[src/rasp_pkg.sv]
`timescale 1ns / 1ps
`default_nettype none
package rasp_pkg;

    // result command codes
    localparam logic [1:0] CMD_MOVE  = 2'd0;
    localparam logic [1:0] CMD_LINE  = 2'd1;
    localparam logic [1:0] CMD_ERROR = 2'd2;

    // aperture shape codes
    localparam logic [1:0] SHAPE_CIRCLE = 2'd0;
    localparam logic [1:0] SHAPE_RECT   = 2'd1;

    // configuration register indexes
    localparam logic [1:0] REG_SHAPE       = 2'd0;
    localparam logic [1:0] REG_HALF_WIDTH  = 2'd1;
    localparam logic [1:0] REG_HALF_HEIGHT = 2'd2;

    // input kinds
    localparam logic KIND_START = 1'b0;

    // comparison of new against cached coordinate
    localparam logic [1:0] CMP_GREATER = 2'd0;
    localparam logic [1:0] CMP_LESS    = 2'd1;
    localparam logic [1:0] CMP_EQUAL   = 2'd2;

    // corner code: bit 2 new point, bit 1 x plus half width, bit 0 y plus half height
    localparam logic [2:0] CORNER_COUNT [0:8] = '{
        3'd6, 3'd6, 3'd4, 3'd6, 3'd6, 3'd4, 3'd4, 3'd4, 3'd4
    };

    localparam logic [2:0] CORNER_CODE [0:8][0:5] = '{
        '{3'd0, 3'd2, 3'd6, 3'd7, 3'd5, 3'd1},
        '{3'd0, 3'd4, 3'd6, 3'd7, 3'd3, 3'd1},
        '{3'd0, 3'd6, 3'd7, 3'd1, 3'd0, 3'd0},
        '{3'd4, 3'd0, 3'd2, 3'd3, 3'd7, 3'd5},
        '{3'd4, 3'd6, 3'd2, 3'd3, 3'd1, 3'd5},
        '{3'd4, 3'd2, 3'd3, 3'd5, 3'd0, 3'd0},
        '{3'd0, 3'd2, 3'd7, 3'd5, 3'd0, 3'd0},
        '{3'd4, 3'd6, 3'd3, 3'd1, 3'd0, 3'd0},
        '{3'd4, 3'd6, 3'd3, 3'd1, 3'd0, 3'd0}
    };

    typedef enum logic [1:0] {
        JOB_PASS,
        JOB_ERROR,
        JOB_RECT
    } job_mode_t;

    typedef struct packed {
        job_mode_t          mode;
        logic [1:0]         cmd;
        logic signed [31:0] px;
        logic signed [31:0] py;
        logic signed [31:0] cx;
        logic signed [31:0] cy;
        logic [3:0]         row;
    } job_t;

endpackage
`default_nettype wire

[src/rasp_front.sv]
`timescale 1ns / 1ps
`default_nettype none
module rasp_front (
    input  wire logic               clk,
    input  wire logic               rst_n,
    input  wire logic               in_valid,
    output logic                    in_stall,
    input  wire logic               kind,
    input  wire logic signed [31:0] point_x,
    input  wire logic signed [31:0] point_y,
    input  wire logic [1:0]         shape,
    input  wire logic               queue_full,
    output logic                    push,
    output rasp_pkg::job_t          job
);
    import rasp_pkg::*;

    logic signed [31:0] cached_x_reg, cached_x_next;
    logic signed [31:0] cached_y_reg, cached_y_next;
    logic               accept;
    logic [1:0]         xcase, ycase;

    assign in_stall = queue_full;
    assign accept   = in_valid && !queue_full;

    always_comb
    begin
        if (point_x > cached_x_reg)
            xcase = CMP_GREATER;
        else if (point_x < cached_x_reg)
            xcase = CMP_LESS;
        else
            xcase = CMP_EQUAL;
        if (point_y > cached_y_reg)
            ycase = CMP_GREATER;
        else if (point_y < cached_y_reg)
            ycase = CMP_LESS;
        else
            ycase = CMP_EQUAL;
    end

    always_comb
    begin
        job.px  = point_x;
        job.py  = point_y;
        job.cx  = cached_x_reg;
        job.cy  = cached_y_reg;
        job.row = {2'b00, xcase} * 4'd3 + {2'b00, ycase};
        job.cmd = (kind == KIND_START) ? CMD_MOVE : CMD_LINE;
        if (shape == SHAPE_CIRCLE)
            job.mode = JOB_PASS;
        else if (shape == SHAPE_RECT)
            job.mode = JOB_RECT;
        else
            job.mode = JOB_ERROR;

        // a rectangle path start only loads the cache
        push = accept && !(shape == SHAPE_RECT && kind == KIND_START);

        cached_x_next = cached_x_reg;
        cached_y_next = cached_y_reg;
        if (accept && shape == SHAPE_RECT)
        begin
            cached_x_next = point_x;
            cached_y_next = point_y;
        end
    end

    always_ff @(posedge clk or negedge rst_n)
    begin
        if (!rst_n)
        begin
            cached_x_reg <= '0;
            cached_y_reg <= '0;
        end
        else
        begin
            cached_x_reg <= cached_x_next;
            cached_y_reg <= cached_y_next;
        end
    end

endmodule
`default_nettype wire

[src/rasp_fifo.sv]
`timescale 1ns / 1ps
`default_nettype none
module rasp_fifo #(
    parameter int DEPTH = 4
) (
    input  wire logic            clk,
    input  wire logic            rst_n,
    input  wire logic            push,
    input  wire rasp_pkg::job_t  push_job,
    output logic                 full,
    input  wire logic            pop,
    output logic                 head_valid,
    output rasp_pkg::job_t       head_job
);
    import rasp_pkg::*;

    localparam int PW = (DEPTH > 1) ? $clog2(DEPTH) : 1;
    localparam int CW = $clog2(DEPTH + 1);

    job_t            mem [DEPTH];
    logic [PW-1:0]   wr_ptr_reg, wr_ptr_next;
    logic [PW-1:0]   rd_ptr_reg, rd_ptr_next;
    logic [CW-1:0]   count_reg, count_next;
    logic            do_push, do_pop;

    assign full       = (count_reg == CW'(DEPTH));
    assign head_valid = (count_reg != '0);
    assign head_job   = mem[rd_ptr_reg];
    assign do_push    = push && !full;
    assign do_pop     = pop && head_valid;

    always_comb
    begin
        wr_ptr_next = wr_ptr_reg;
        rd_ptr_next = rd_ptr_reg;
        count_next  = count_reg;
        if (do_push)
            wr_ptr_next = (wr_ptr_reg == PW'(DEPTH - 1)) ? '0 : wr_ptr_reg + 1'b1;
        if (do_pop)
            rd_ptr_next = (rd_ptr_reg == PW'(DEPTH - 1)) ? '0 : rd_ptr_reg + 1'b1;
        if (do_push && !do_pop)
            count_next = count_reg + 1'b1;
        else if (do_pop && !do_push)
            count_next = count_reg - 1'b1;
    end

    always_ff @(posedge clk)
    begin
        if (do_push)
            mem[wr_ptr_reg] <= push_job;
    end

    always_ff @(posedge clk or negedge rst_n)
    begin
        if (!rst_n)
        begin
            wr_ptr_reg <= '0;
            rd_ptr_reg <= '0;
            count_reg  <= '0;
        end
        else
        begin
            wr_ptr_reg <= wr_ptr_next;
            rd_ptr_reg <= rd_ptr_next;
            count_reg  <= count_next;
        end
    end

endmodule
`default_nettype wire

[src/rasp_back.sv]
`timescale 1ns / 1ps
`default_nettype none
module rasp_back (
    input  wire logic               clk,
    input  wire logic               rst_n,
    input  wire logic               head_valid,
    input  wire rasp_pkg::job_t     head_job,
    output logic                    pop,
    input  wire logic [23:0]        half_width,
    input  wire logic [23:0]        half_height,
    output logic                    out_valid,
    input  wire logic               out_stall,
    output logic [1:0]              command,
    output logic signed [33:0]      vertex_x,
    output logic signed [33:0]      vertex_y,
    output logic                    last
);
    import rasp_pkg::*;

    logic                out_valid_reg, out_valid_next;
    logic [1:0]          command_reg, command_next;
    logic signed [33:0]  vertex_x_reg, vertex_x_next;
    logic signed [33:0]  vertex_y_reg, vertex_y_next;
    logic                last_reg, last_next;
    logic [2:0]          idx_reg, idx_next;
    logic                advance;
    logic [2:0]          slot;
    logic [2:0]          code;
    logic signed [33:0]  bx, by, wx, hy;

    assign out_valid = out_valid_reg;
    assign command   = command_reg;
    assign vertex_x  = vertex_x_reg;
    assign vertex_y  = vertex_y_reg;
    assign last      = last_reg;

    // output register free or being drained this cycle
    assign advance = !out_valid_reg || !out_stall;

    always_comb
    begin
        // the move and the first line both go to the first corner
        slot = (idx_reg == 3'd0) ? 3'd0 : idx_reg - 3'd1;
        code = CORNER_CODE[head_job.row][slot];
        bx   = code[2] ? 34'(head_job.px) : 34'(head_job.cx);
        by   = code[2] ? 34'(head_job.py) : 34'(head_job.cy);
        wx   = $signed({10'b0, half_width});
        hy   = $signed({10'b0, half_height});

        out_valid_next = out_valid_reg;
        command_next   = command_reg;
        vertex_x_next  = vertex_x_reg;
        vertex_y_next  = vertex_y_reg;
        last_next      = last_reg;
        idx_next       = idx_reg;
        pop            = 1'b0;

        if (advance)
        begin
            out_valid_next = head_valid;
            if (head_valid)
            begin
                case (head_job.mode)
                    JOB_PASS:
                    begin
                        command_next  = head_job.cmd;
                        vertex_x_next = 34'(head_job.px);
                        vertex_y_next = 34'(head_job.py);
                        last_next     = 1'b1;
                    end
                    JOB_RECT:
                    begin
                        command_next  = (idx_reg == 3'd0) ? CMD_MOVE : CMD_LINE;
                        vertex_x_next = code[1] ? bx + wx : bx - wx;
                        vertex_y_next = code[0] ? by + hy : by - hy;
                        last_next     = (idx_reg == CORNER_COUNT[head_job.row]);
                    end
                    default:
                    begin
                        command_next  = CMD_ERROR;
                        vertex_x_next = '0;
                        vertex_y_next = '0;
                        last_next     = 1'b1;
                    end
                endcase
                // drop the job after its final result, else step to the next corner
                if (last_next)
                begin
                    pop      = 1'b1;
                    idx_next = '0;
                end
                else
                begin
                    idx_next = idx_reg + 3'd1;
                end
            end
        end
    end

    always_ff @(posedge clk)
    begin
        command_reg  <= command_next;
        vertex_x_reg <= vertex_x_next;
        vertex_y_reg <= vertex_y_next;
        last_reg     <= last_next;
    end

    always_ff @(posedge clk or negedge rst_n)
    begin
        if (!rst_n)
        begin
            out_valid_reg <= 1'b0;
            idx_reg       <= '0;
        end
        else
        begin
            out_valid_reg <= out_valid_next;
            idx_reg       <= idx_next;
        end
    end

endmodule
`default_nettype wire

[src/rect_aperture_stroke_outline.sv]
`timescale 1ns / 1ps
`default_nettype none
// Rectangular-pen stroke outliner. Path points enter one item per cycle while
// the job queue is not full, each marked as a path start or a line-to. With
// the circle aperture every point leaves as one move or line command; with the
// rectangle aperture a path start only loads the cached point, and a line-to
// emits the outline of the rectangle swept from the cached point to the new
// one: a move plus 4 or 6 line commands (5 or 7 results), last set on the
// final one. Any other aperture code gives a single error result per item. The
// front stage classifies items and keeps the cached point, a small job queue
// (QUEUE_DEPTH entries) sits between it and the back stage, which expands a job
// into one result per cycle, unless stalled, into an output register. So a
// circle or error item gives one result, a rectangle line-to 5 or 7, and a path
// start in rectangle mode none; the result channel, one result per cycle unless
// stalled, sets the pace. Input stall rises only while the job queue is full.
// Write the configuration registers only while the block is idle.
module rect_aperture_stroke_outline #(
    parameter int QUEUE_DEPTH = 4
) (
    input  wire logic               clk,
    input  wire logic               rst_n,
    input  wire logic               cfg_we,
    input  wire logic [1:0]         cfg_index,
    input  wire logic [23:0]        cfg_data,
    input  wire logic               in_valid,
    output logic                    in_stall,
    input  wire logic               kind,
    input  wire logic signed [31:0] point_x,
    input  wire logic signed [31:0] point_y,
    output logic                    out_valid,
    input  wire logic               out_stall,
    output logic [1:0]              command,
    output logic signed [33:0]      vertex_x,
    output logic signed [33:0]      vertex_y,
    output logic                    last
);
    import rasp_pkg::*;

    logic [1:0]  shape_reg, shape_next;
    logic [23:0] half_width_reg, half_width_next;
    logic [23:0] half_height_reg, half_height_next;

    logic        push;
    job_t        push_job;
    logic        queue_full;
    logic        pop;
    logic        head_valid;
    job_t        head_job;

    // configuration registers; writes to an unused index are ignored
    always_comb
    begin
        shape_next       = shape_reg;
        half_width_next  = half_width_reg;
        half_height_next = half_height_reg;
        if (cfg_we)
        begin
            case (cfg_index)
                REG_SHAPE:       shape_next       = cfg_data[1:0];
                REG_HALF_WIDTH:  half_width_next  = cfg_data;
                REG_HALF_HEIGHT: half_height_next = cfg_data;
                default:         ;
            endcase
        end
    end

    always_ff @(posedge clk or negedge rst_n)
    begin
        if (!rst_n)
        begin
            shape_reg       <= SHAPE_CIRCLE;
            half_width_reg  <= '0;
            half_height_reg <= '0;
        end
        else
        begin
            shape_reg       <= shape_next;
            half_width_reg  <= half_width_next;
            half_height_reg <= half_height_next;
        end
    end

    // classify items, hold the cached point, build jobs
    rasp_front u_front (
        .clk        (clk),
        .rst_n      (rst_n),
        .in_valid   (in_valid),
        .in_stall   (in_stall),
        .kind       (kind),
        .point_x    (point_x),
        .point_y    (point_y),
        .shape      (shape_reg),
        .queue_full (queue_full),
        .push       (push),
        .job        (push_job)
    );

    // decouple the front from the back
    rasp_fifo #(
        .DEPTH (QUEUE_DEPTH)
    ) u_fifo (
        .clk        (clk),
        .rst_n      (rst_n),
        .push       (push),
        .push_job   (push_job),
        .full       (queue_full),
        .pop        (pop),
        .head_valid (head_valid),
        .head_job   (head_job)
    );

    // expand each job into results, one per cycle while the output is not stalled
    rasp_back u_back (
        .clk         (clk),
        .rst_n       (rst_n),
        .head_valid  (head_valid),
        .head_job    (head_job),
        .pop         (pop),
        .half_width  (half_width_reg),
        .half_height (half_height_reg),
        .out_valid   (out_valid),
        .out_stall   (out_stall),
        .command     (command),
        .vertex_x    (vertex_x),
        .vertex_y    (vertex_y),
        .last        (last)
    );

endmodule
`default_nettype wire

[config.mk]
export PLATFORM = sky130hd
export DESIGN_NAME = rect_aperture_stroke_outline
export DESIGN_NICKNAME = d
export VERILOG_FILES = /design/src/rasp_pkg.sv /design/src/rasp_front.sv /design/src/rasp_fifo.sv /design/src/rasp_back.sv /design/src/rect_aperture_stroke_outline.sv
export SDC_FILE = /design/constraint.sdc
export NUM_CORES = 1
export LEC_CHECK = 0
export BUFFER_PORTS_ARGS = -buffer_cell sky130_fd_sc_hd__buf_2
export CELL_PAD_IN_SITES_DETAIL_PLACEMENT = 0
export CELL_PAD_IN_SITES_GLOBAL_PLACEMENT = 1
export CORE_MARGIN = 8
export CORE_UTILIZATION = 49
export CTS_CLUSTER_DIAMETER = 120
export DETAILED_ROUTE_END_ITERATION = 10
export GPL_TIMING_DRIVEN = 0
export PLACE_DENSITY = 0.85
export RECOVER_POWER = 100
export SLEW_MARGIN = 20
export SYNTH_ARGS = -nofsm -noshare
export SYNTH_HDL_FRONTEND = slang
export SYNTH_SLANG_ARGS = --single-unit
[constraint.sdc]
create_clock -name clk -period 6.91 [get_ports clk]
set_input_delay 1.382 -clock clk [delete_from_list [all_inputs] [get_ports clk]]
set_output_delay 1.382 -clock clk [all_outputs]
set_load 0.02 [all_outputs]
# Word-level counts from Yosys, hierarchy flattened
# Memories as Yosys holds them, arrays and structs flattened.
# Cells that the tools add are included.
[totals]
register_bits = 196
mem_bits_rw = 540
mem_bits_ro = 336
out_inout_bits = 73
elab_cells = 107
mem_count = 3
[op_classes]
addsub = 11
n_mul = 1
n_lt_le_gt_ge = 6
n_eq_ne = 8
mux = 36
bitwise = 3
n_reduce_logical = 25
[memory_table]
columns = ["memory", "words", "word_bits", "rd", "rd_clocked_by_memory_dff", "write_ports", "line_no", "source"]
rows = [
  ["u_fifo.mem", 4, 135, 1, 0, 1, "rasp_fifo.sv:20", "job_t mem [DEPTH];"],
  ["(no name shown)", 16, 18, 1, 0, 0, "rasp_back.sv:44", "code = CORNER_CODE[head_job.row][slot];"],
  ["(no name shown)", 16, 3, 1, 0, 0, "rasp_back.sv:76", "last_next = (idx_reg == CORNER_COUNT[head_job.row]);"],
]
[op_table]
columns = ["op", "count"]
rows = [
  ["$mux W34", 4],
  ["$pmux W34 S2", 2],
  ["$add A34 B25 Y34", 2],
  ["$sub A34 B25 Y34", 2],
  ["$gt A32 B32 Y1", 2],
  ["$lt A32 B32 Y1", 2],
  ["$mux W18", 2],
  ["$mux W3", 8],
  ["$mux W2", 8],
  ["$mux W1", 10],
  ["$bmux W3 S3", 1],
  ["$eq A2 B2 Y1 const B", 4],
  ["$logic_and A1 B1 Y1", 8],
  ["$reduce_and A2 Y1", 4],
  ["$add A3 B1 Y3 const B", 2],
  ["$logic_not A1 Y1", 6],
  ["$logic_not A2 Y1", 3],
  ["$sub A3 B1 Y3 const B", 2],
  ["$ge A5 B5 Y1 const B", 1],
  ["$not A4 Y5", 1],
  ["$add A2 B1 Y2 const B", 2],
  ["$add A4 B2 Y4", 1],
  ["$eq A2 B1 Y1 const B", 2],
  ["$ge A4 B4 Y1 const B", 1],
  ["other kinds (10)", 10],
]

# Depth between registers and ports, before layout
# An unclocked memory read counts as a cell.
[depth]
depth_word = 16
mapped_depth = 26

# Cells and area by module
# Synthesis repeated with hierarchy kept, for this count alone.
[hier_totals]
hier_cells = 2411
hier_area_um2 = 35577.9
[modules_own_cells]
columns = ["module", "n_inst", "cells_per_inst", "area_each_um2"]
rows = [
  ["rasp_fifo", 1, 748, 20178.1],
  ["rasp_back", 1, 1041, 8851.0],
  ["rasp_front", 1, 515, 4491.8],
  ["rect_aperture_stroke_outline", 1, 107, 2057.0],
]

# Worst setup path after synthesis
# OpenSTA, ideal clock, no wires.
[synth_path]
path_type = "in2reg"
start = "in out_stall"
end = "reg u_fifo.count_reg[1]"
setup_ps = 125
t_arrival_ps = 6414
slack_ps = 372
cell_stages = 7
path_cell_list = "a21oi_1 and2_1 inv_1 ha_1 inv_1 fa_1 mux2_2"
[synth_via]
elab_chain_len = 7
word_cells_on_any_way = 9
classes_between = "2 x mux; 7 x reduce/logical"
[synth_rtl]
columns = ["item", "line_no", "source"]
rows = [
  ["from (decl)", "rect_aperture_stroke_outline.sv:31", "input wire logic out_stall,"],
  ["$logic_not A1 Y1", "rasp_back.sv:38", "assign advance = !out_valid_reg || !out_stall;"],
  ["$logic_or A1 B1 Y1", "rasp_back.sv:38", ""],
  ["$mux W1", "rasp_back.sv:58", "if (advance)"],
  ["$logic_and A1 B1 Y1", "rasp_fifo.sv:30", "assign do_pop = pop && head_valid;"],
  ["$logic_not A1 Y1", "rasp_fifo.sv:41", "if (do_push && !do_pop)"],
  ["$logic_and A1 B1 Y1", "rasp_fifo.sv:41", ""],
  ["$mux W3", "rasp_fifo.sv:41", ""],
  ["via u_fifo.count_next[1]", "rasp_fifo.sv:23", "logic [CW-1:0] count_reg, count_next;"],
  ["to (signal assigned)", "rasp_fifo.sv:65", "count_reg <= count_next;"],
  ["to (decl)", "rasp_fifo.sv:23", ""],
]
# The timed path passes the listed nets, and every way through them passes these cells.
# A chain may end at the register's enable or synchronous reset.

# Final worst setup path
[layout_path]
start = "reg u_fifo.rd_ptr_reg[1]"
end = "reg u_back.vertex_y_reg[25], in the netlist u_back.vertex_y[25] (data pin)"
[layout_via]
elab_chain_len = 12
word_cells_on_any_way = 15
classes_between = "2 x add/sub; 1 x eq/ne; 8 x mux; 1 x bitwise; 1 x reduce/logical; 2 x memory"
[layout_rtl]
columns = ["item", "line_no", "source"]
rows = [
  ["from (decl)", "rasp_fifo.sv:22", "logic [PW-1:0] rd_ptr_reg, rd_ptr_next;"],
  ["from (signal assigned)", "rasp_fifo.sv:64", "rd_ptr_reg <= rd_ptr_next;"],
  ["$mem_v2 Z4 W135 *", "-", ""],
  ["$not A4 Y5 (implied by the code)", "rasp_back.sv:44", ""],
  ["$mem_v2 Z16 W18", "-", ""],
  ["$mux W18 (implied by the code) (2 in series)", "rasp_back.sv:44", ""],
  ["$bmux W3 S3", "rasp_back.sv:44", ""],
  ["$mux W3 (implied by the code) (2 in series)", "rasp_back.sv:44", ""],
  ["$mux W34", "rasp_back.sv:46", "by = code[2] ? 34'(head_job.py) : 34'(head_job.cy);"],
  ["$sub A34 B25 Y34 or $add A34 B25 Y34 (tied branches)", "rasp_back.sv:75", "vertex_y_next = code[0] ? by + hy : by - hy;"],
  ["$mux W34", "rasp_back.sv:75", ""],
  ["$pmux W34 S2 *", "rasp_back.sv:63", "case (head_job.mode)"],
  ["to (signal assigned)", "rasp_back.sv:104", "vertex_y_reg <= vertex_y_next;"],
  ["to (decl)", "rasp_back.sv:23", "logic signed [33:0] vertex_y_reg, vertex_y_next;"],
]
# Mark *: on every way between the ends. The rest lies on a longest branch, timed or not. The select of a mux whose other input is x is not followed.

==> impl_metrics.prom <==
# TYPE chip_impl_metric gauge
chip_impl_info{name="outcome",value="finished, violations left"} 1
chip_impl_info{name="violations",value="max-capacitance violations, max-slew violations"} 1
chip_impl_metric{name="grt_max_degree",unit=""} 90
chip_impl_metric{name="globalRouteMet2Util",unit="%"} 36.69
chip_impl_metric{name="layout-drive-gt1-share",unit="%"} 19.35
chip_impl_metric{name="numPortBuffers",unit=""} 168
chip_impl_metric{name="period_minus_slack",unit="ns"} 6.644
chip_impl_info{name="crit-reg2reg-launch",value="u_fifo.rd_ptr_reg[1]$_DFFE_PN0P_"} 1
chip_impl_metric{name="detailedRoute.firstIterationViolations",unit=""} 2125
chip_impl_metric{name="dieArea",unit="um2"} 78480
chip_impl_metric{name="clock_insertion_delay_worst_skew",unit="ns"} 0.62
chip_impl_metric{name="clock.fmax",unit="MHz"} 150.5
chip_impl_metric{name="layoutNonFillerInstCount",unit=""} 3525
chip_impl_metric{name="clock-skew-final",unit="ns"} 0.02616
chip_impl_metric{name="number_of_clock_sinks",unit=""} 736
chip_impl_info{name="cell_type_with_the_highest_aggregate_area_in_the_netlist",value="sky130_fd_sc_hd__edfxtp_1"} 1
chip_impl_metric{name="io_pins",unit=""} 169
chip_impl_metric{name="finalWirelength",unit="mm"} 89.18
chip_impl_metric{name="floorplan.rows",unit=""} 97
chip_impl_metric{name="cts_inserted_buffers",unit=""} 72
chip_impl_metric{name="synth-warning-count",unit=""} 0
chip_impl_metric{name="route.vias.total",unit=""} 20720
chip_impl_metric{name="core_region_area",unit="um2"} 69540
chip_impl_info{name="ctsRootBufferMaster",value="sky130_fd_sc_hd__clkbuf_16"} 1
chip_impl_metric{name="antenna_found_initial",unit=""} 10
chip_impl_info{name="synth.cells.most_frequent",value="611 x sky130_fd_sc_hd__edfxtp_1, 179 x sky130_fd_sc_hd__mux2_2, 162 x sky130_fd_sc_hd__nand2_1"} 1
chip_impl_metric{name="flip_flop_count_of_the_largest_register_after_layout",unit=""} 540
chip_impl_metric{name="syn-num-nets",unit=""} 2503
chip_impl_metric{name="grt_pass1_wl",unit="mm"} 131.4
chip_impl_metric{name="avgRoutedWirePerCell",unit="um"} 25.30
chip_impl_info{name="worst_setup_path_start_kind",value="flop"} 1
chip_impl_metric{name="num-nets-final",unit=""} 2766
chip_impl_info{name="netlist_top_cells_area",value="sky130_fd_sc_hd__edfxtp_1 54%, sky130_fd_sc_hd__dfrtp_1 9.1%, sky130_fd_sc_hd__mux4_2 8.8%"} 1
chip_impl_metric{name="clk_transition_reported_paths",unit="ns"} 0.07
chip_impl_info{name="worstSetupEndpointType",value="flop"} 1
chip_impl_metric{name="worstHoldPathCells",unit=""} 1
chip_impl_metric{name="post-route-period-util",unit="%"} 96.16
chip_impl_metric{name="gp_congestion",unit=""} 0.9064
chip_impl_info{name="path_common_cell",value="sky130_fd_sc_hd__o21ai_0"} 1
chip_impl_metric{name="instance_count_of_the_mapped_netlist",unit=""} 2256
chip_impl_metric{name="netlist.area_leader.share",unit="%"} 53.67
chip_impl_metric{name="filler_cell_count",unit=""} 5396
chip_impl_info{name="slowest_stage",value="sky130_fd_sc_hd__mux2_2"} 1
chip_impl_metric{name="setup-tns-final",unit="ns"} 0
chip_impl_metric{name="number_of_optimization_iterations_in_the_first_detailed_route_pass",unit=""} 5
chip_impl_metric{name="maximum_fanout_encountered_on_the_critical_timing_path",unit=""} 21
chip_impl_metric{name="die_y",unit="um"} 280.1
chip_impl_metric{name="report.final.setup_viol",unit=""} 0
chip_impl_metric{name="cp_data_required_time",unit="ns"} 7.26
chip_impl_info{name="min-delay-path-class",value="flop to flop"} 1
chip_impl_info{name="r2r-end",value="u_back.vertex_y[25]$_DFFE_PP_"} 1
chip_impl_info{name="tritoncts",value="yes"} 1
chip_impl_metric{name="synth-edff-count",unit=""} 611
chip_impl_metric{name="grt_use_met1",unit="%"} 29.80
chip_impl_metric{name="areaGrowthSynthToFinish",unit="%"} 13.50
chip_impl_metric{name="place_hpwl",unit="mm"} 63.31
chip_impl_metric{name="r2r_setup_slack",unit="ns"} 0.27
chip_impl_metric{name="grt.met3_usage",unit="%"} 4.024
chip_impl_metric{name="finalMaxSlewViolations",unit=""} 480
chip_impl_metric{name="yosysSeqAreaShare",unit="%"} 62.82
chip_impl_metric{name="syn_area",unit="um2"} 34190
chip_impl_metric{name="initial_standard_cell_utilization_of_the_core",unit="%"} 49.16
chip_impl_metric{name="grt_remaining_overflow",unit=""} 0
chip_impl_metric{name="postSynthAreaPerCell",unit="um2"} 15.15
chip_impl_metric{name="worst_r2r_path_depth",unit=""} 25
chip_impl_metric{name="drc_markers",unit=""} 0
chip_impl_metric{name="worst_pin_slew",unit="ns"} 3.142
chip_impl_metric{name="async_reset_ff_share",unit="%"} 16.98
chip_impl_metric{name="maxSlewHeadroom",unit="%"} -109.5
chip_impl_metric{name="synth_cell_type_count",unit=""} 69
chip_impl_metric{name="drv_cap",unit=""} 13
chip_impl_metric{name="finalHoldViolCount",unit=""} 0
chip_impl_metric{name="placed_cells",unit=""} 3381
chip_impl_metric{name="number_of_nets_with_antenna_violations_after_detailed_routing",unit=""} 0
chip_impl_info{name="synth_top_flop_cell",value="sky130_fd_sc_hd__edfxtp_1"} 1
chip_impl_metric{name="global_route.usage.total",unit="%"} 22.36
chip_impl_metric{name="die_x",unit="um"} 280.1
chip_impl_metric{name="ffs_latches_synth",unit=""} 736
chip_impl_info{name="hold_crit_endpoint",value="u_fifo.count_reg[2]$_DFFE_PN0P_"} 1
chip_impl_metric{name="htree_levels",unit=""} 3
chip_impl_info{name="busiest_layer",value="met2"} 1
chip_impl_metric{name="vias_in_the_first_global_route",unit=""} 21080
chip_impl_metric{name="drt-vias-per-instance",unit=""} 5.877
chip_impl_metric{name="crit_path_max_incr_delay",unit="ns"} 0.40
chip_impl_metric{name="data_arrival_time_at_the_worst_slack_endpoint",unit="ns"} 6.99
chip_impl_info{name="min-delay-start",value="u_fifo.count_reg[2]$_DFFE_PN0P_"} 1
chip_impl_info{name="path_class",value="flop to flop"} 1
chip_impl_metric{name="deepest_clock_path_buffer_count",unit=""} 3
chip_impl_info{name="synthMostInstantiatedCell",value="sky130_fd_sc_hd__edfxtp_1"} 1
==> cell type report <==
| type | instances | area (um2) | share of cell area [%] |
|---|---|---|---|
| Clock inverter | 33 | 461.7 | 1.190 |
| Tap cell | 940 | 1176 | 3.031 |
| Clock buffer | 101 | 2057 | 5.301 |
| Antenna cell | 6 | 15.01 | 0.03869 |
| Timing Repair Buffer | 191 | 815.8 | 2.102 |
| Inverter | 112 | 420.4 | 1.083 |
| Multi-Input combinational cell | 1330 | 12050 | 31.06 |
| Sequential cell | 736 | 21480 | 55.35 |
| Buffer | 76 | 330.3 | 0.8513 |
==> metrics by stage <==
stage | worst slack [ns] | area [um2] | util [%] | hold WS, ns
2_1_floorplan | 0.3717 | 34190 | - | 0.4560
3_3_place_gp | -2.319 | 36200 | 52.06 | 0.4696
3_5_place_dp | -0.9389 | 36690 | 52.76 | 0.4872
4_1_cts | 0.03574 | 39290 | 56.49 | 0.4955
5_1_grt | -0.004486 | 38790 | 55.78 | 0.5160
6_report | 0.2656 | 38800 | 55.80 | 0.4945
==> worst max-delay path, delay by kind of cell (launching register included) <==
| kind | cells | cell delay [ns] |
|---|---|---|
| simple gates | 2 | 0.30 |
| buf+inv | 5 | 1.02 |
| fa+ha+maj | 2 | 0.67 |
| mux | 4 | 1.14 |
| compound gates | 12 | 2.83 |
| flops | 1 | 0.39 |
==> placed cells by master, fill, tap and decap left out, drive strengths merged, types with 45 or more instances in the layout <==
cell type,instances
dfrtp,125
mux2,181
buf,45
xnor2,63
nand2,162
o21ai,69
inv,114
a21oi,148
nor2,81
mux4,133
edfxtp,611
clkbuf,321
ha,147
==> worst max-delay path by stage <==
stage,startpoint,endpoint,cells after the start
finish,u_fifo.rd_ptr_reg[1]$_DFFE_PN0P_,u_back.vertex_y[25]$_DFFE_PP_,25
floorplan,out_stall,u_fifo.count_reg[1]$_DFFE_PN0P_,7
global placement,out_stall,u_fifo.count_reg[1]$_DFFE_PN0P_,8
detailed placement,u_fifo.rd_ptr_reg[1]$_DFFE_PN0P_,u_back.vertex_y[30]$_DFFE_PP_,26
CTS,u_fifo.rd_ptr_reg[1]$_DFFE_PN0P_,u_back.vertex_y[25]$_DFFE_PP_,26
global route,u_fifo.rd_ptr_reg[0]$_DFFE_PN0P_,u_back.vertex_x[30]$_DFFE_PP_,20
==> layer usage <==
| metal | vias to the layer above | wire length, um |
|---|---|---|
| met5 | - | 39 |
| met1 | 10510 | 36450 |
| met3 | 153 | 6584 |
| met4 | 6 | 2687 |
| li1 | 9222 | - |
| met2 | 823 | 43420 |
==> kinds of logic after synthesis <==
kind of cell / after synthesis / share of synthesized area, %
AO/OA/AOI/OAI: 366 / 6.544
XOR/XNOR: 101 / 2.631
adder cells (fa/ha/maj): 151 / 5.614
buffers and inverters: 190 / 2.123
flip-flops: 736 / 62.82
multiplexers: 324 / 15.04
AND/OR/NAND/NOR: 388 / 5.234
==> what timing repair did <==
action,in CTS,in global routing
pin swaps,1,1
hold buffers,0,0
setup buffers,4,1
resized for setup,14,14
setup endpoints to repair,30,27
Power is left out: the tool's default activity adds up to more than one toggle a clock period on the data nets, which glitch-free logic cannot reach.
